<file path="src/rtl/core/evq_pkg.sv">
package evq_pkg;

  // default ring size; the ring holds one event fewer than this
  localparam int EVQ_DEPTH_DEF = 128;

  // request selector codes
  localparam logic [1:0] FUNC_KEY   = 2'd0;
  localparam logic [1:0] FUNC_MOUSE = 2'd1;
  localparam logic [1:0] FUNC_POP   = 2'd2;

  // evdev numbering
  localparam logic [15:0] EV_KEY      = 16'h0001;
  localparam logic [15:0] EV_REL      = 16'h0002;
  localparam logic [15:0] REL_X       = 16'h0000;
  localparam logic [15:0] REL_Y       = 16'h0001;
  localparam logic [15:0] REL_SCROLL  = 16'h0008;
  localparam logic [15:0] KEY_MOUSE_L = 16'h0110;
  localparam logic [15:0] KEY_MOUSE_R = 16'h0111;
  localparam logic [15:0] KEY_MOUSE_M = 16'h0112;

  // mouse report step bits, written in this order
  localparam int STEP_X   = 0;
  localparam int STEP_Y   = 1;
  localparam int STEP_W   = 2;
  localparam int STEP_L   = 3;
  localparam int STEP_R   = 4;
  localparam int STEP_M   = 5;
  localparam int N_STEPS  = 6;

  typedef struct packed {
    logic [1:0]         func;
    logic [7:0]         scancode;
    logic               key_pressed;
    logic signed [31:0] delta_x;
    logic signed [31:0] delta_y;
    logic signed [31:0] wheel_delta;
    logic               button_left;
    logic               button_right;
    logic               button_middle;
  } evq_in_t;

  typedef struct packed {
    logic               event_found;
    logic [15:0]        event_type;
    logic [15:0]        event_code;
    logic signed [31:0] event_value;
  } evq_out_t;

  typedef struct packed {
    logic [15:0]        ev_type;
    logic [15:0]        ev_code;
    logic signed [31:0] ev_value;
  } evq_entry_t;

  typedef enum logic [1:0] {
    OP_KEY   = 2'd0,
    OP_MOUSE = 2'd1,
    OP_POP   = 2'd2
  } evq_op_t;

  // classified request handed from front to back
  typedef struct packed {
    evq_op_t              op;
    logic [N_STEPS-1:0]   steps;
    evq_in_t              req;
  } evq_cmd_t;

endpackage

</file>
<file path="src/rtl/core/evq_rsq.sv">
module evq_rsq import evq_pkg::*; (
  input  logic     clk,
  input  logic     rst_n,
  input  logic     res_push,
  input  evq_out_t res_data,
  output logic     res_full,
  output logic     out_empty,
  input  logic     out_pop,
  output evq_out_t out_data
);

  localparam int RQ_DEPTH = 2;
  localparam int RQ_PW    = $clog2(RQ_DEPTH);
  localparam int RQ_CW    = $clog2(RQ_DEPTH + 1);

  evq_out_t         q_r [RQ_DEPTH];
  logic [RQ_PW-1:0] wp_r, rp_r;
  logic [RQ_CW-1:0] cnt_r;
  logic             deq;

  assign res_full  = (cnt_r == RQ_CW'(RQ_DEPTH));
  assign out_empty = (cnt_r == '0);
  assign out_data  = q_r[rp_r];
  assign deq       = out_pop && !out_empty;

  always_ff @(posedge clk) begin
    if (res_push) begin
      q_r[wp_r] <= res_data;
    end
  end

  always_ff @(posedge clk) begin
    if (!rst_n) begin
      wp_r  <= '0;
      rp_r  <= '0;
      cnt_r <= '0;
    end else begin
      if (res_push) begin
        wp_r <= RQ_PW'(wp_r + 1'b1);
      end
      if (deq) begin
        rp_r <= RQ_PW'(rp_r + 1'b1);
      end
      cnt_r <= RQ_CW'(cnt_r + RQ_CW'(res_push) - RQ_CW'(deq));
    end
  end

endmodule

</file>
<file path="config.mk">
export PLATFORM = sky130hd
export DESIGN_NAME = evq_rsq
export DESIGN_NICKNAME = d
export VERILOG_FILES = /design/src/rtl/core/evq_pkg.sv /design/src/rtl/core/evq_rsq.sv
export SDC_FILE = /design/constraint.sdc
export NUM_CORES = 1
export LEC_CHECK = 0
export ABC_CLOCK_PERIOD_IN_PS = 7300
export BUFFER_PORTS_ARGS = -buffer_cell sky130_fd_sc_hd__buf_2
export CAP_MARGIN = 10
export CORE_MARGIN = 4
export CORE_UTILIZATION = 47
export CTS_CLUSTER_SIZE = 16
export DETAILED_ROUTE_END_ITERATION = 10
export PLACE_DENSITY = 0.72
export SLEW_MARGIN = 5
export SYNTH_ARGS = -nofsm -noshare
export SYNTH_HDL_FRONTEND = slang
export SYNTH_SLANG_ARGS = --single-unit
</file>
<file path="constraint.sdc">
create_clock -name clk -period 7.3 [get_ports clk]
set_input_delay 1.46 -clock clk [delete_from_list [all_inputs] [get_ports clk]]
set_output_delay 1.46 -clock clk [all_outputs]
set_load 0.02 [all_outputs]
</file>
==> parameters.txt <==
Parameter                              Value

Clock network
  Max clock buf depth    2
  Number of clock sinks seen by CTS    135
  Clock tree from TritonCTS    built
  Clock-pin transition on the worst setup and hold timing paths    0.06 ns
  Number of buffers inserted for hold repair after clock tree synthesis    0
  Setup fix buffers added after clock tree synthesis    0
  Clock latency on the worst-skew pair    0.49 ns
  Clk root buf    sky130_fd_sc_hd__clkbuf_8
  Number of levels the H-tree was split into    4
  Count of cells resized by post-cts repair    0
  Num CTS Buffers    17

Global route
  GRT Residual Overflow    0
  Vias in the first global route    2673
  Global-route total usage across every layer    14.0%
  First-pass GRT wire length    13400 um
  Initial antenna violation count    0
  Largest net degree at the start of global routing    66

Layout
  Commonest non-fill, non-tap cell in the layout    sky130_fd_sc_hd__buf_2
  Final cell area excluding filler cells    6490 um^2
  Area of the multi-input gates    1060 um^2
  Final net count    445
  Number of standard cells in the layout, taps in and fillers out    523
  Most used cells in the layout excluding fill and tap cells    sky130_fd_sc_hd__buf_2 (135), sky130_fd_sc_hd__edfxtp_1 (130), sky130_fd_sc_hd__mux2_4 (50)
  Number of diodes    0
  Fill count    814
  Fraction of layout cells with a size suffix above 1    60.5%
  Sequential cell area in the final layout    4010 um^2
  Area added between synthesis and finish    26.4%

Floorplanning
  Die boundary height    113 um
  Core Area    10500 um^2
  Die width    113 um
  Starting density of the core    49.1%
  Standard-cell row count    37
  Full die area    12700 um^2
  I/O pins    136

Power
  Peak supply drop    0.000161 V
  Leakage Power    2.55 nW
  Power density over the cells    334 nW/um^2

Yosys
  Mapped cell area    5140 um^2
  Register area share after synthesis    77.9%
  Synthesized net count    296
  Post-synthesis area per instance    22.8 um^2
  Cell count after synthesis    225
  YS warnings    0
  Number of flip-flops and latches in the synthesized netlist    135
  Count of unique library cells instantiated by Yosys    16

Timing
  Maximum operating frequency    271 MHz
  Number of endpoints failing setup at the final stage    0
  Min setup slack post-route    3.61 ns
  Final period demand of the worst path    3.69 ns
  Sum of negative setup slack    0 ns
  Post-Route Hold Slack    0.492 ns
  Actual transition at the worst max-transition pin    1.15 ns
  Max_slew headroom    23.0%
  Setup repair after global routing missed its margin    false
  Number of endpoints with negative hold slack in the final report    0
  Layout Skew    0.00476 ns
  Count of final max-slew check failures    0
  Part of the cycle the worst path needs    50.6%

Routing
  DRC errors left    0
  Routed len/inst    16.4 um
  First-pass iteration count of the detailed router    4
  Post-detailed-routing wire length    8600 um
  Number of violations reported at the end of detailed-routing iteration 0    69
  Average via count per standard cell    4.73
  Antenna-violating nets left    0
  Total number of vias    2472

Place
  Weighted congestion at the end of routability-driven global placement    0.694
  Count of input and output buffers    135
  Half-perimeter wire length of the detailed placement result    5490 um
  Placed cell count    491
  Post-placement worst setup slack    4.02 ns
  Cell Area, Placed    5940 um^2

Critical path
  Launching point of the worst reg2reg path    wp_r
  Worst reg2reg path depth    2
  Slack of the worst reg-to-reg path    5.35 ns
  Crit-path max cell delay    1.10 ns
  Number of buffer and inverter instances along the worst setup path    1
  Crit. End Element    output port
  CP max stage cell    sky130_fd_sc_hd__dfxtp_4
  Kind of start point of the critical path    flop
  Worst R2R End    q_r[0][60]
  Arrival time of data at the critical path endpoint    2.23 ns
  Critical path data required time    5.84 ns
  Ordered list of cells on the worst path    mux2_2 -> buf_2
  WS Path Type    flop to output port
  Gate family responsible for the most delay along the worst path    flip-flops
  Largest driver fanout on the critical path    65

Worst hold path
  Worst hold path type    flop to flop
  Cell depth of the worst hold path    2
  Launch instance of the worst min-delay path    rp_r

Run
  Number of maximum-capacitance violations    0

Status
  Result of the run    completed
==> where the power goes <==
part           switching (mW)  leakage (nW)  internal [mW]
clock                   0.294         0.261          0.481
combinational           0.197          1.03          0.222
sequential             0.0691          1.26          0.903
==> layout make-up <==
type,instances,area share [%]
clock buffers,18,6.44
clock inverters,14,2.08
inverters,2,0.116
multi-input cells,81,16.4
flip-flops and latches,135,61.7
well taps,136,2.62
repair buffers,137,10.6
==> sequential cells by signal (all words and copies together) (netlist names), named ones only <==
signal  cells
q_r       130
cnt_r       2
rp_r        1
wp_r        1
==> worst register-to-register path: stages, from the launching register on <==
cell	delay, ns
sky130_fd_sc_hd__dfxtp_1	0.33
sky130_fd_sc_hd__nor2b_4	0.62
sky130_fd_sc_hd__buf_4	0.62
==> worst max-delay path by stage <==
stage          startpoint            to  slack [ns]  cells past startpoint
2_1_floorplan    res_push     q_r[0][0]        2.45                      1
3_3_place_gp     res_push    q_r[0][11]        4.05                      3
3_5_place_dp     res_push    q_r[0][11]        4.02                      3
4_1_cts              flop  out_data[55]        3.55                      2
5_1_grt              flop  out_data[53]        3.49                      2
6_report             flop  out_data[60]        3.61                      2
==> cell usage after synthesis <==
master,number,area (um^2)
sky130_fd_sc_hd__edfxtp_1,130,3900
sky130_fd_sc_hd__mux2_4,50,751
sky130_fd_sc_hd__mux2_2,15,169
sky130_fd_sc_hd__buf_6,6,67.6
sky130_fd_sc_hd__dfxtp_1,5,100
sky130_fd_sc_hd__nor2b_1,4,25.0
sky130_fd_sc_hd__and2_1,2,12.5
sky130_fd_sc_hd__ha_1,2,25.0
sky130_fd_sc_hd__inv_1,2,7.51
sky130_fd_sc_hd__mux2i_1,2,20.0
sky130_fd_sc_hd__o21a_1,2,15.0
sky130_fd_sc_hd__buf_2,1,5.00
sky130_fd_sc_hd__nand2_1,1,3.75
sky130_fd_sc_hd__nand2b_1,1,6.26
sky130_fd_sc_hd__nor2_1,1,3.75
sky130_fd_sc_hd__xnor3_1,1,22.5
==> layer usage <==
metal	vias to the layer above	part of all wire (%)	global-route usage, %	wire length (um)
li1	1185	-	-	-
met1	1189	40	16.4	3450
met2	90	51	23.1	4400
met3	8	7.9	5.88	675
met4	0	0.90	5.05	77
met5	-	0	0	0
==> per-stage QoR <==
stage / power [mW] / util [%]
2_1_floorplan: 1.30 / -
3_3_place_gp: 1.41 / 56.8
3_5_place_dp: 1.42 / 56.8
4_1_cts: 2.20 / 62.0
5_1_grt: 2.27 / 62.0
6_report: 2.17 / 62.0
==> kinds of logic (layout without fill, tap and decap cells) <==
logic type / count (synthesis) / in the layout / share of synthesized area, %
AO/OA/AOI/OAI: 2 / 2 / 0.292
XOR/XNOR: 1 / 1 / 0.438
adder cells (fa/ha/maj): 2 / 2 / 0.487
buffers and inverters: 9 / 171 / 1.56
flip-flops: 135 / 135 / 77.9
multiplexers: 67 / 67 / 18.3
AND/OR/NAND/NOR: 9 / 9 / 0.998
Power figures use the tool's default switching activity.
