File: src/rtl/core/evq_pkg.sv
package evq_pkg;

  // default ring size; the ring holds one event fewer than this
  localparam int EVQ_DEPTH_DEF = 128;

  // request selector codes
  localparam logic [1:0] FUNC_KEY   = 2'd0;
  localparam logic [1:0] FUNC_MOUSE = 2'd1;
  localparam logic [1:0] FUNC_POP   = 2'd2;

  // evdev numbering
  localparam logic [15:0] EV_KEY      = 16'h0001;
  localparam logic [15:0] EV_REL      = 16'h0002;
  localparam logic [15:0] REL_X       = 16'h0000;
  localparam logic [15:0] REL_Y       = 16'h0001;
  localparam logic [15:0] REL_SCROLL  = 16'h0008;
  localparam logic [15:0] KEY_MOUSE_L = 16'h0110;
  localparam logic [15:0] KEY_MOUSE_R = 16'h0111;
  localparam logic [15:0] KEY_MOUSE_M = 16'h0112;

  // mouse report step bits, written in this order
  localparam int STEP_X   = 0;
  localparam int STEP_Y   = 1;
  localparam int STEP_W   = 2;
  localparam int STEP_L   = 3;
  localparam int STEP_R   = 4;
  localparam int STEP_M   = 5;
  localparam int N_STEPS  = 6;

  typedef struct packed {
    logic [1:0]         func;
    logic [7:0]         scancode;
    logic               key_pressed;
    logic signed [31:0] delta_x;
    logic signed [31:0] delta_y;
    logic signed [31:0] wheel_delta;
    logic               button_left;
    logic               button_right;
    logic               button_middle;
  } evq_in_t;

  typedef struct packed {
    logic               event_found;
    logic [15:0]        event_type;
    logic [15:0]        event_code;
    logic signed [31:0] event_value;
  } evq_out_t;

  typedef struct packed {
    logic [15:0]        ev_type;
    logic [15:0]        ev_code;
    logic signed [31:0] ev_value;
  } evq_entry_t;

  typedef enum logic [1:0] {
    OP_KEY   = 2'd0,
    OP_MOUSE = 2'd1,
    OP_POP   = 2'd2
  } evq_op_t;

  // classified request handed from front to back
  typedef struct packed {
    evq_op_t              op;
    logic [N_STEPS-1:0]   steps;
    evq_in_t              req;
  } evq_cmd_t;

endpackage

File: src/rtl/core/evq_front.sv
module evq_front import evq_pkg::*; (
  input  logic     clk,
  input  logic     rst_n,
  input  logic     in_push,
  output logic     in_full,
  input  evq_in_t  in_data,
  output logic     cmd_avail,
  output evq_cmd_t cmd,
  input  logic     cmd_take
);

  localparam int CQ_DEPTH = 2;
  localparam int CQ_PW    = $clog2(CQ_DEPTH);
  localparam int CQ_CW    = $clog2(CQ_DEPTH + 1);

  evq_cmd_t         cq_r [CQ_DEPTH];
  logic [CQ_PW-1:0] wp_r, wp_nxt, rp_r, rp_nxt;
  logic [CQ_CW-1:0] cnt_r, cnt_nxt;
  logic             acc, enq;
  evq_cmd_t         cls;

  assign in_full   = (cnt_r == CQ_CW'(CQ_DEPTH));
  assign cmd_avail = (cnt_r != '0);
  assign cmd       = cq_r[rp_r];
  assign acc       = in_push && !in_full;

  // classify; unused selector is taken and dropped
  always_comb begin
    cls       = '0;
    cls.req   = in_data;
    enq       = 1'b0;
    unique case (in_data.func)
      FUNC_KEY: begin
        cls.op = OP_KEY;
        enq    = acc;
      end
      FUNC_MOUSE: begin
        cls.op              = OP_MOUSE;
        cls.steps[STEP_X]   = (in_data.delta_x != '0);
        cls.steps[STEP_Y]   = (in_data.delta_y != '0);
        cls.steps[STEP_W]   = (in_data.wheel_delta != '0);
        cls.steps[STEP_L]   = 1'b1;
        cls.steps[STEP_R]   = 1'b1;
        cls.steps[STEP_M]   = 1'b1;
        enq                 = acc;
      end
      FUNC_POP: begin
        cls.op = OP_POP;
        enq    = acc;
      end
      default: begin
        cls.op = OP_KEY;
        enq    = 1'b0;
      end
    endcase
  end

  always_comb begin
    wp_nxt  = enq ? CQ_PW'(wp_r + 1'b1) : wp_r;
    rp_nxt  = cmd_take ? CQ_PW'(rp_r + 1'b1) : rp_r;
    cnt_nxt = CQ_CW'(cnt_r + CQ_CW'(enq) - CQ_CW'(cmd_take));
  end

  always_ff @(posedge clk) begin
    if (enq) begin
      cq_r[wp_r] <= cls;
    end
  end

  always_ff @(posedge clk) begin
    if (!rst_n) begin
      wp_r  <= '0;
      rp_r  <= '0;
      cnt_r <= '0;
    end else begin
      wp_r  <= wp_nxt;
      rp_r  <= rp_nxt;
      cnt_r <= cnt_nxt;
    end
  end

endmodule

File: config.mk
export PLATFORM = sky130hd
export DESIGN_NAME = evq_front
export DESIGN_NICKNAME = d
export VERILOG_FILES = /design/src/rtl/core/evq_pkg.sv /design/src/rtl/core/evq_front.sv
export SDC_FILE = /design/constraint.sdc
export NUM_CORES = 1
export LEC_CHECK = 0
export BUFFER_PORTS_ARGS = -buffer_cell sky130_fd_sc_hd__buf_2
export CORE_MARGIN = 3
export CORE_UTILIZATION = 37
export CTS_CLUSTER_DIAMETER = 150
export CTS_CLUSTER_SIZE = 12
export DETAILED_ROUTE_END_ITERATION = 16
export GPL_ROUTABILITY_DRIVEN = 0
export PLACE_DENSITY = 0.7
export SYNTH_ARGS = -nofsm -noshare
export SYNTH_HDL_FRONTEND = slang
export SYNTH_SLANG_ARGS = --single-unit
export TNS_END_PERCENT = 30
File: constraint.sdc
create_clock -name clk -period 6.7 [get_ports clk]
set_input_delay 1.34 -clock clk [delete_from_list [all_inputs] [get_ports clk]]
set_output_delay 1.34 -clock clk [all_outputs]
set_load 0.01 [all_outputs]
==> impl_results.md, run 1 <==
* Outcome: completed
* Initial antenna violation count at 0
* Slew headroom at 0.358
* Power density cells at 299 nW/um^2
* Pin count of the biggest net entering global routing at 71
* Worst R2R End: cq_r[0][89]$_DFFE_PP_
* Worst path max stage delay at 0.87 ns
* Via density at 4.70
* Fin nets at 787
* Core ar. at 23,700 um^2
* Postcts setup bufs at 0
* Clock insertion delay at the later pin of the skew report at 0.50 ns
* Most frequent cells after synthesis: edfxtp_1, mux2_2, mux2_4, nor4_1
* Final core utilization at 0.468
* # rows at 56
* CP Max Fanout at 60
* IO buf count at between 200 and 250
* Largest cells by area after synthesis: edfxtp_1, mux2_4, mux2_2
* Wire per inst at 17.3 um
* Post-synthesis register bit count at 235
* Final Cycle Share at 0.574
* Filler cells at 2,030
* Detail Route Antenna Nets at 0
* Setup Skew at 0.0163 ns
* R2R Setup Slk at 4.16 ns
* Nature of the critical path startpoint: register
* Via count at about 4,700
* CTS Buf Count at 23
* Metal2 WL at between 8000 and 9000 um
* Data arrival, critical path at 2.50 ns
* WP data required at 5.36 ns
* Slowest cell on crit path: dfxtp_4
* Area Growth Syn to Fin at 23.5%
* Overflow after GRT at 0
* First-pass iteration count of the detailed router at 4
* Share of layout cells above drive strength 1 at 0.563
* Reg2Reg Depth at 4
* Hold Crit Class: reg -> reg
* Reg2Reg Launch Point: cnt_r[0]$_SDFF_PN0_
* Worst-path cell chain: buf_12 -> mux2_2 -> buf_2
* Cts hold-fix bufs at 0
* Post-synth EDFFs at 230
* Finish-stage setup viols at 0
* Syn nets at 541
* Hold path cells at 2
* Vias in the first global route at 4,788
* Setup TNS at 0 ns
* VDD IR max at 0.000199 V
* Synth Flop Type: edfxtp_1
* CTS H-tree depth at 1
* Sequential area share after synthesis at 0.780
* M1 WL at 7260 um
* Clock sinks at 235
* Met3 wire len at approximately 1500 um
* Footprint of the multi-input gates at 1830 um^2
* Cell with the most instances after synthesis: edfxtp_1
* Hold Fails Final Rpt at 0
* P_leak at 0.00414 uW
* Pre-CTS setup slack at 3.09 ns
* Die Height at 162 um
* CP Class: reg -> out
* Worst slew pin tran at around 0.96 ns
* Reg area at 7010 um^2
* Clock tree buffer depth at 3
* Total GRT Usage at 0.124
* Ports at 234
* Worst Setup EP: cmd[116]
* Fmax achieved at 260 MHz
* Post-route DRC violation count at 0
* FFs w/ async S/R, synth at 0
* Clock root cell: clkbuf_16
* Top Layer Used: met4
* Starting Density at 0.379
* Yosys cell types at 24
* Area share of the largest cell type after synthesis at 0.769
* Unrepaired setup endpoints after global routing: false
* Yosys top cell by area: edfxtp_1
* Endpoint class of the critical path: output port
* Die X at between 150 and 200 um
* CTS tree: built
* Mapped Cells at 425
* Tmin final at 3.84 ns
* Cell Area, Synth at 8980 um^2
* Synth Area per Inst at 21.1 um^2
* Max Cap Viol at 0
* Dpl hpwl at about 11,000 um
* Resized cells post-CTS at 0
* WL final at 17,200 um
* Initial DRC Count at 271
* Die ar. at 26,200 um^2
* Antenna Cells at 0
* Power Total at 3320 uW
* Worst-path clk slew at 0.06 ns
* Final worst setup slack at between 2 and 3 ns
* Final Max Tran Viols at 0
* YS warnings at 0
* Wire length of the first global-routing pass at 25,800 um
-- registers in the layout (all words and copies together), names as in the netlist, named ones only --
register	count
wp_r	1
cnt_r	2
cq_r	230
rp_r	1
-- critical path, delay by kind of cell (launching register included) --
family	cells	cell delay (ns)
muxes	1	0.41
DFF	1	0.87
buffers and inverters	2	0.60
-- cell families (layout without fill, tap and decap cells) --
group	count (synthesis)	after routing	share of synthesized area
adder cells (fa/ha/maj)	2	2	0.00279
AND/OR/NAND/NOR	44	44	0.0290
multiplexers	115	115	0.165
flip-flops	235	235	0.780
XOR/XNOR	2	2	0.00195
buffers and inverters	22	275	0.0171
AO/OA/AOI/OAI	5	5	0.00404
-- layer usage --
| layer | vias up | track usage |
|---|---|---|
| met5 | - | 0 |
| met4 | 0 | 0.0349 |
| met3 | 29 | 0.0360 |
| met2 | 181 | 0.206 |
| met1 | 2286 | 0.160 |
| li1 | 2192 | - |
-- layout make-up --
type | count | share of cell area
Multi-Input combinational cell | 168 | 0.165
Timing Repair Buffer | 237 | 0.109
Tap cell | 319 | 0.0360
Sequential cell | 235 | 0.632
Inverter | 6 | 0.00226
Clock inverter | 2 | 0.00147
Clock buffer | 30 | 0.0543
-- per-stage QoR --
step / cell area [um^2] / instances / hold slack (ns)
detailed placement: 10500 / 965 / 0.501
global placement: 10500 / 965 / 0.496
global route: 11100 / 997 / 0.546
CTS: 11100 / 997 / 0.519
floorplan: 8980 / 425 / 0.480
finish: 11100 / 997 / 0.508
-- cell usage in the layout, fill, tap and decap left out, types with 3 or more instances in the layout --
cell type and instances:
buf_2 233, buf_4 3, clkbuf_1 7, clkbuf_16 23, dfxtp_1 4, edfxtp_1 230, inv_1 5, mux2_2 65
mux2_4 50, nand4_1 7, nor2_1 3, nor4_1 24, o21a_1 3
-- power by group --
part | total, uW | internal, uW | switching (uW)
combinational | 431 | 204 | 226
sequential | 1780 | 1740 | 36.3
clock | 1110 | 623 | 489
total | 3320 | 2570 | 751
-- worst min path at each step --
stage                 startpoint                 to  slack, ns
2_1_floorplan  rp_r$_SDFFE_PN0P_           register       0.48
3_3_place_gp   rp_r$_SDFFE_PN0P_  rp_r$_SDFFE_PN0P_       0.50
3_5_place_dp   rp_r$_SDFFE_PN0P_  rp_r$_SDFFE_PN0P_       0.50
4_1_cts        rp_r$_SDFFE_PN0P_  rp_r$_SDFFE_PN0P_       0.52
5_1_grt        rp_r$_SDFFE_PN0P_  rp_r$_SDFFE_PN0P_       0.55
6_report       rp_r$_SDFFE_PN0P_           register       0.51
Note: power is estimated with default switching activity, not from simulation.
==> inputs of run 2 (changes only) <==
--- a/config.mk
+++ b/config.mk
@@ -5,6 +5,7 @@
 export SDC_FILE = /design/constraint.sdc
 export NUM_CORES = 1
 export LEC_CHECK = 0
+export ABC_AREA = 1
 export BUFFER_PORTS_ARGS = -buffer_cell sky130_fd_sc_hd__buf_2
 export CORE_MARGIN = 3
 export CORE_UTILIZATION = 37
@@ -12,7 +13,7 @@
 export CTS_CLUSTER_SIZE = 12
 export DETAILED_ROUTE_END_ITERATION = 16
 export GPL_ROUTABILITY_DRIVEN = 0
-export PLACE_DENSITY = 0.7
+export PLACE_DENSITY = 0.69
 export SYNTH_ARGS = -nofsm -noshare
 export SYNTH_HDL_FRONTEND = slang
 export SYNTH_SLANG_ARGS = --single-unit
==> constraint.sdc (replaced) <==
create_clock -name clk -period 3.3 [get_ports clk]
set_input_delay 0.66 -clock clk [delete_from_list [all_inputs] [get_ports clk]]
set_output_delay 0.66 -clock clk [all_outputs]
set_load 0.01 [all_outputs]
==> impl_results.md, run 2 <==
* Post-Layout Cell Count at 1,065 (+6.8%)
* Area Growth Syn to Fin at 23.7%
* Post-synthesis register bit count at 235 (unchanged)
* Crit-path leading delay family: flip-flops
* Initial DRC Count at 223 (-18%)
* Overflow after GRT at 0 (unchanged)
* Largest cells by area after synthesis: edfxtp_1, mux2_4, mux2_2
* CTS H-tree depth at 1 (unchanged)
* Cts hold-fix bufs at 0 (unchanged)
* Resized cells post-CTS at 0 (unchanged)
* Reg2Reg Launch Point: cnt_r[0]$_SDFF_PN0_
* Clock insertion delay at the later pin of the skew report at 0.49 ns (about the same)
* Outcome: completed
* Worst-path cell chain: buf_12 -> mux2_2 -> buf_2
* Area share of the largest cell type after synthesis at 0.757 (-0.0115)
* Most frequent cells after synthesis: edfxtp_1, nor2_1, mux2_2, mux2_4, nand2_1
* Worst R2R End: cq_r[0][103]$_DFFE_PP_
* Ports at 234 (unchanged)
* R2R Setup Slk at 1.30 ns (-2.86 ns)
* Clock power share at 0.337 (+0.002)
* Most frequent cells in the layout: buf_2, edfxtp_1, nor2_1
* Hold Fails Final Rpt at 0 (unchanged)
* Min-Delay Startpoint: in_data[2]
* Simple-gate share of the synthesized area at 0.0454 (+0.0164)
* Worst Hold Path EP: cq_r[0][2]$_DFFE_PP_
* Internal power at 5180 uW (+100%)
* Total GRT Usage at 0.129 (+0.00554)
* Core ar. at 23,800 um^2 (+0.59%)
* Die ar. at 26,600 um^2 (+1.5%)
* Sequential area share after synthesis at 0.768 (-0.0117)
* Final Cycle Share at 0.792
* VDD IR max at 0.000384 V (+94%)
* Wire length of the first global-routing pass at 26,900 um (+4.3%)
* Clock tree buffer depth at 3 (unchanged)
* Antenna Cells at 0 (unchanged)
* Hold path cells at 1 (-1)
* Adder-cell share of the synthesized area at 0.00274 (-0.0000417)
* Finish-stage setup viols at 0 (unchanged)
* Pre-CTS setup slack at 0.955 ns (-2.14 ns)
* Endpoint class of the critical path: output port
* Initial antenna violation count at 1 (+1)
* CP Class: reg -> out
* Sw Pwr at 1500 uW (+99%)
* Cell Area, Synth at 9120 um^2 (+1.5%)
* Detail Route Antenna Nets at 0 (unchanged)
* Pin count of the biggest net entering global routing at 112 (+58%)
* Hold Crit Class: in -> reg
* YS warnings at 0 (unchanged)
* CTS tree: built
* CTS Buf Count at 23 (unchanged)
* Dpl hpwl at 12,000 um (+4.2%)
* Cell with the most instances after synthesis: edfxtp_1
* Register share of total power at 0.537 (+0.002)
* WL final at 17,800 um (+3.2%)
* Clock root cell: clkbuf_16
* Yosys cell types at 15 (-38%)
* Fmax achieved at about 380 MHz
* Largest family of logic cells by synthesized area: multiplexers
* IO buf count at 233 (unchanged)
* Max Cap Viol at 0 (unchanged)
* Unrepaired setup endpoints after global routing: false
* Yosys top cell by area: edfxtp_1
* Postcts setup bufs at 0 (unchanged)
* Inst Count DP at 1,033 (+7.0%)
* Top reg by flops: cq_r
* Nature of the critical path startpoint: register
* Final Max Tran Viols at 0 (unchanged)
* Syn nets at 607 (+12%)
* Post-synthesis mux area share at 0.163 (-0.00247)
* Final worst setup slack at 0.685 ns (-2.17 ns)
* Largest regs: cq_r: 230 flops, cnt_r: 2 flops
* Synth Flop Type: edfxtp_1
* FFs w/ async S/R, synth at 0 (unchanged)
* Commonest non-fill, non-tap cell in the layout: buf_2
* Post-synth EDFFs at 230 (unchanged)
* Post-Synth XOR/XNOR Area at 0.000960 (-0.000990)
* Tmin final at 2.61 ns
* Slowest cell on crit path: dfxtp_4
* Worst Path Buf+Inv at 2 (unchanged)
* Combinational power share at 0.125 (-0.005)
* Vias in the first global route at 5,000 (+4.4%)
* WP data required at 2.64 ns (-2.72 ns)
* Net Sw Frac at 0.224 (-0.00198)
* CP Max Fanout at 42 (-30%)
* Mapped Cells at 491 (+16%)
* Max reg flops at 230 (unchanged)
* Fin nets at 855 (+8.6%)
* Starting Density at 0.383 (+0.00349)
* Setup TNS at 0 ns (unchanged)
* Share of layout cells above drive strength 1 at 0.511 (-0.0527)
* Via count at 4,890 (+4.3%)
* Power density cells at 592 nW/um^2 (+98%)
* Clock sinks at 235 (unchanged)
* Wire per inst at 16.7 um (-3.4%)
* Die Height at 163 um (+0.73%)
* Worst-path clk slew at 0.06 ns (about the same)
* Synth Area per Inst at 18.6 um^2 (-12%)
* Post-synthesis compound-gate area fraction at 0.00220 (-0.00184)
* Post-route DRC violation count at 0 (unchanged)
* Via density at 4.59 (-2.4%)
* Data arrival, critical path at 1.95 ns (-0.55 ns)
* # rows at 56 (unchanged)
* Worst slew pin tran at 0.701 ns (-0.262 ns)
* Slew headroom at 0.533 (+0.175)
* Worst path max stage delay at 0.55 ns (-0.32 ns)
* First-pass iteration count of the detailed router at 4 (unchanged)
* P_leak at 0.00427 uW (+3.2%)
* Filler cells at 2,074 (+2.2%)
* Reg2Reg Depth at 5 (+1)
* Setup Skew at 0.00829 ns (-0.00797 ns)
* Die X at 163 um (+0.73%)
## run 2: cell types whose count changed after synthesis, moves of 2 or more
cell / change
and2_1: -2
inv_1: +2
nand2_1: +36
nand2b_1: -2
nand4_1: -7
nor2_1: +68
nor4_1: -24
o21a_1: -3
o21ai_0: +2
## run 2: stage by stage
step	cell area, um^2	power, uW	util	hold WS (ns)
2_1_floorplan	9120	4150	-	0.458
6_report	11300	6670	0.473	0.351
4_1_cts	11300	6780	0.473	0.326
3_5_place_dp	10700	4510	0.448	0.486
5_1_grt	11300	6970	0.473	0.330
3_3_place_gp	10700	4490	0.448	0.476
## run 2: layout make-up
| cell class | count | area, um^2 | share of cell area |
|---|---|---|---|
| flip-flops and latches | 235 | 7010 | 0.622 |
| well taps | 319 | 399 | 0.0354 |
| repair buffers | 239 | 1260 | 0.112 |
| multi-input cells | 232 | 1970 | 0.174 |
| clock inverters | 1 | 7.51 | 0.000666 |
| inverters | 8 | 30.0 | 0.00266 |
| clock buffers | 31 | 606 | 0.0537 |
## run 2: layer usage
layer  vias up  part of all wire  global-route usage
met5         -           0.00062                   0
met4         2             0.026              0.0365
met3        29             0.068              0.0328
met2       164              0.48               0.221
met1      2373              0.42               0.164
li1       2322                 -                   -
## run 2: cells by family (layout without fill, tap and decap cells)
family / Yosys count / in the layout
flip-flops: 235 / 235
buffers and inverters: 24 / 279
AND/OR/NAND/NOR: 110 / 110
multiplexers: 115 / 115
adder cells (fa/ha/maj): 2 / 2
AO/OA/AOI/OAI: 4 / 4
XOR/XNOR: 1 / 1
## run 2: worst max path at each step
stage,start,to,cells past startpoint
after floorplan,in_data[109],cq_r[1][0]$_DFFE_PP_,3
after global placement,in_data[108],cq_r[0][89]$_DFFE_PP_,5
after detailed placement,in_data[108],cq_r[0][89]$_DFFE_PP_,5
after CTS,register,cmd[114],3
after global routing,register,cmd[114],3
final,register,cmd[114],3
## run 2: power groups by stage
stage               Sequential (uW)  Combinational, uW  Clock, uW
floorplan                      3650                498          0
global placement               3640                845          0
detailed placement             3650                853          0
CTS                            3590                855       2330
global route                   3610                910       2450
finish                         3590                837       2250
==> inputs of run 3 (changes only) <==
--- a/config.mk
+++ b/config.mk
@@ -5,7 +5,7 @@
 export SDC_FILE = /design/constraint.sdc
 export NUM_CORES = 1
 export LEC_CHECK = 0
-export ABC_AREA = 1
+export ABC_AREA = 0
 export BUFFER_PORTS_ARGS = -buffer_cell sky130_fd_sc_hd__buf_2
 export CORE_MARGIN = 3
 export CORE_UTILIZATION = 37
@@ -13,7 +13,7 @@
 export CTS_CLUSTER_SIZE = 12
 export DETAILED_ROUTE_END_ITERATION = 16
 export GPL_ROUTABILITY_DRIVEN = 0
-export PLACE_DENSITY = 0.69
+export PLACE_DENSITY = 0.7
 export SYNTH_ARGS = -nofsm -noshare
 export SYNTH_HDL_FRONTEND = slang
 export SYNTH_SLANG_ARGS = --single-unit
==> constraint.sdc (replaced) <==
create_clock -name clk -period 2.3 [get_ports clk]
set_input_delay 0.46 -clock clk [delete_from_list [all_inputs] [get_ports clk]]
set_output_delay 0.46 -clock clk [all_outputs]
set_load 0.01 [all_outputs]
==> impl_results.md, run 3 (same netlist as run 1, synthesis figures left out) <==
* WP data required at 1.84 ns (-0.80 ns)
* First-pass iteration count of the detailed router at 4 (unchanged)
* Share of layout cells above drive strength 1 at 0.575 (+0.0640)
* Clock tree buffer depth at 3 (unchanged)
* CTS tree: built
* Power Total at 9800 uW (+47%)
* Setup Skew at 0.0110 ns (+0.00274 ns)
* Initial antenna violation count at 1 (unchanged)
* Commonest non-fill, non-tap cell in the layout: edfxtp_1
* Wire per inst at 17.9 um (+7.1%)
* Ports at 234 (unchanged)
* Worst Hold Path EP: cq_r[0][1]$_DFFE_PP_
* Hold Fails Final Rpt at 0 (unchanged)
* Top reg by flops: cq_r
* Fin nets at 798 (-6.7%)
* Fmax achieved at approximately 440 MHz
* Worst-path clk slew at 0.06 ns (about the same)
* R2R Setup Slk at 0.68 ns (-0.62 ns)
* Max reg flops at 230 (unchanged)
* Final core utilization at 0.482 (+0.00835)
* Total GRT Usage at 0.132 (+0.00242)
* Worst R2R End: cq_r[0][40]$_DFFE_PP_
* Max Cap Viol at 0 (unchanged)
* # rows at 56 (unchanged)
* Nature of the critical path startpoint: register
* Reg2Reg Depth at 4 (-1)
* WL final at 18,000 um (+1.3%)
* CP Class: reg -> out
* Min-Delay Startpoint: in_data[1]
* Reg2Reg Launch Point: cnt_r[0]$_SDFF_PN0_
* IO buf count at 233 (unchanged)
* Power density cells at 859 nW/um^2 (+45%)
* Starting Density at 0.379 (-0.00349)
* Most frequent cells in the layout: edfxtp_1, buf_2, mux2_2
* Via density at 4.71 (+2.6%)
* Clock sinks at 235 (unchanged)
* Outcome: completed
* Final worst setup slack at 0.0259 ns (-0.659 ns)
* P_leak at 0.00428 uW (+0.14%)
* CP Max Fanout at 46 (+9.5%)
* Setup TNS at 0 ns (unchanged)
* Area Growth Syn to Fin at 27.0%
* Antenna Cells at 0 (unchanged)
* VDD IR max at 0.000596 V (+55%)
* Final Max Tran Viols at 0 (unchanged)
* Wire length of the first global-routing pass at 27,200 um (+1.3%)
* Largest regs: cq_r: 230 flops, cnt_r: 2 flops
* Slowest cell on crit path: dfxtp_4
* Pin count of the biggest net entering global routing at 72 (-36%)
* Hold Crit Class: in -> reg
* CTS Buf Count at 23 (unchanged)
* Die Height at 162 um (-0.72%)
* Unrepaired setup endpoints after global routing: true
* Core ar. at 23,700 um^2 (-0.59%)
* Detail Route Antenna Nets at 0 (unchanged)
* Initial DRC Count at 289 (+30%)
* Worst-path cell chain: buf_16 -> mux2_2 -> buf_2
* Area post-placement at 10,600 um^2 (-0.53%)
* Tmin final at about 2.3 ns
* Hold path cells at 1 (unchanged)
* Slew headroom at 0.602 (+0.0692)
* Worst path max stage delay at 0.45 ns (-0.10 ns)
* Clock root cell: clkbuf_16
* Data arrival, critical path at 1.81 ns (-0.14 ns)
* Post-route DRC violation count at 0 (unchanged)
* Worst slew pin tran at 0.592 ns (-0.109 ns)
* Overflow after GRT at 0 (unchanged)
* Final Cycle Share at 0.989
* Via count at 4,748 (-2.9%)
* CTS H-tree depth at 1 (unchanged)
* Endpoint class of the critical path: output port
* Vias in the first global route at 4,779 (-4.4%)
* Die X at 162 um (-0.72%)
* Die ar. at 26,200 um^2 (-1.4%)
* Dpl hpwl at 12,100 um (+0.89%)
* Pre-CTS setup slack at 0.453 ns (-0.502 ns)
* Final instance area at 11,400 um^2 (+1.2%)
* Finish-stage setup viols at 0 (unchanged)
* Clock insertion delay at the later pin of the skew report at 0.50 ns (about the same)
-- run 3: changes by cell type in the layout (fill, tap and decap cells not counted), sizes merged, moves of 2 or more --
cell and delta:
nor2 -68, nand2 -36, nor4 +24, buf +8, nand4 +7, o21a +3
and2 +2, inv -2, nand2b +2, o21ai -2
-- run 3: timing repair --
item,CTS,global route
setup endpoints to repair,95,69
gates cloned,1,0
gates resized for setup,3,15
hold buffers,0,0
buffers inserted,4,1
-- run 3: metal layers --
metal / vias to the layer above / global-route usage / share of wire / routed length (um)
li1: 2214 / - / - / -
met4: 2 / 0.0357 / 0.024 / 440
met3: 31 / 0.0400 / 0.083 / 1500
met1: 2312 / 0.174 / 0.42 / 7530
met2: 189 / 0.214 / 0.47 / 8540
met5: - / 0 / 0.00072 / 13
-- run 3: worst max-delay path: cells and delay by family (launching register included) --
| family | cells | cell delay [ns] |
|---|---|---|
| flip-flops | 1 | 0.45 |
| buffers and inverters | 2 | 0.45 |
| multiplexers | 1 | 0.37 |
-- run 3: area by class of cell --
| class | count | area (um^2) |
|---|---|---|
| Multi-Input combinational cell | 168 | 1880 |
| Tap cell | 319 | 399 |
| Clock buffer | 30 | 602 |
| Fill cell | 2022 | 12300 |
| Timing Repair Buffer | 248 | 1470 |
| Sequential cell | 235 | 7010 |
| Inverter | 6 | 26.3 |
| Clock inverter | 2 | 16.3 |
-- run 3: report_power, final --
part / internal, uW / switching [uW]
Sequential: 5060 / 77.6
Clock: 1810 / 1410
Combinational: 704 / 732
Total: 7580 / 2220
-- run 3: how the worst max path moves through the flow --
stage,start,to,slack (ns)
final,register,cmd[41],0.03
after global routing,register,cmd[104],-0.06
after CTS,register,cmd[45],-0.01
after detailed placement,register,cmd[51],0.45
after global placement,register,cmd[6],0.48
after floorplan,in_data[109],cq_r[0][0]$_DFFE_PP_,-0.44
-- run 3: stage by stage --
stage	hold WS (ns)	std cells
after global placement	0.499	970
after global routing	0.126	1008
after CTS	0.125	1007
after detailed placement	0.508	970
final	0.152	1008
after floorplan	0.480	425
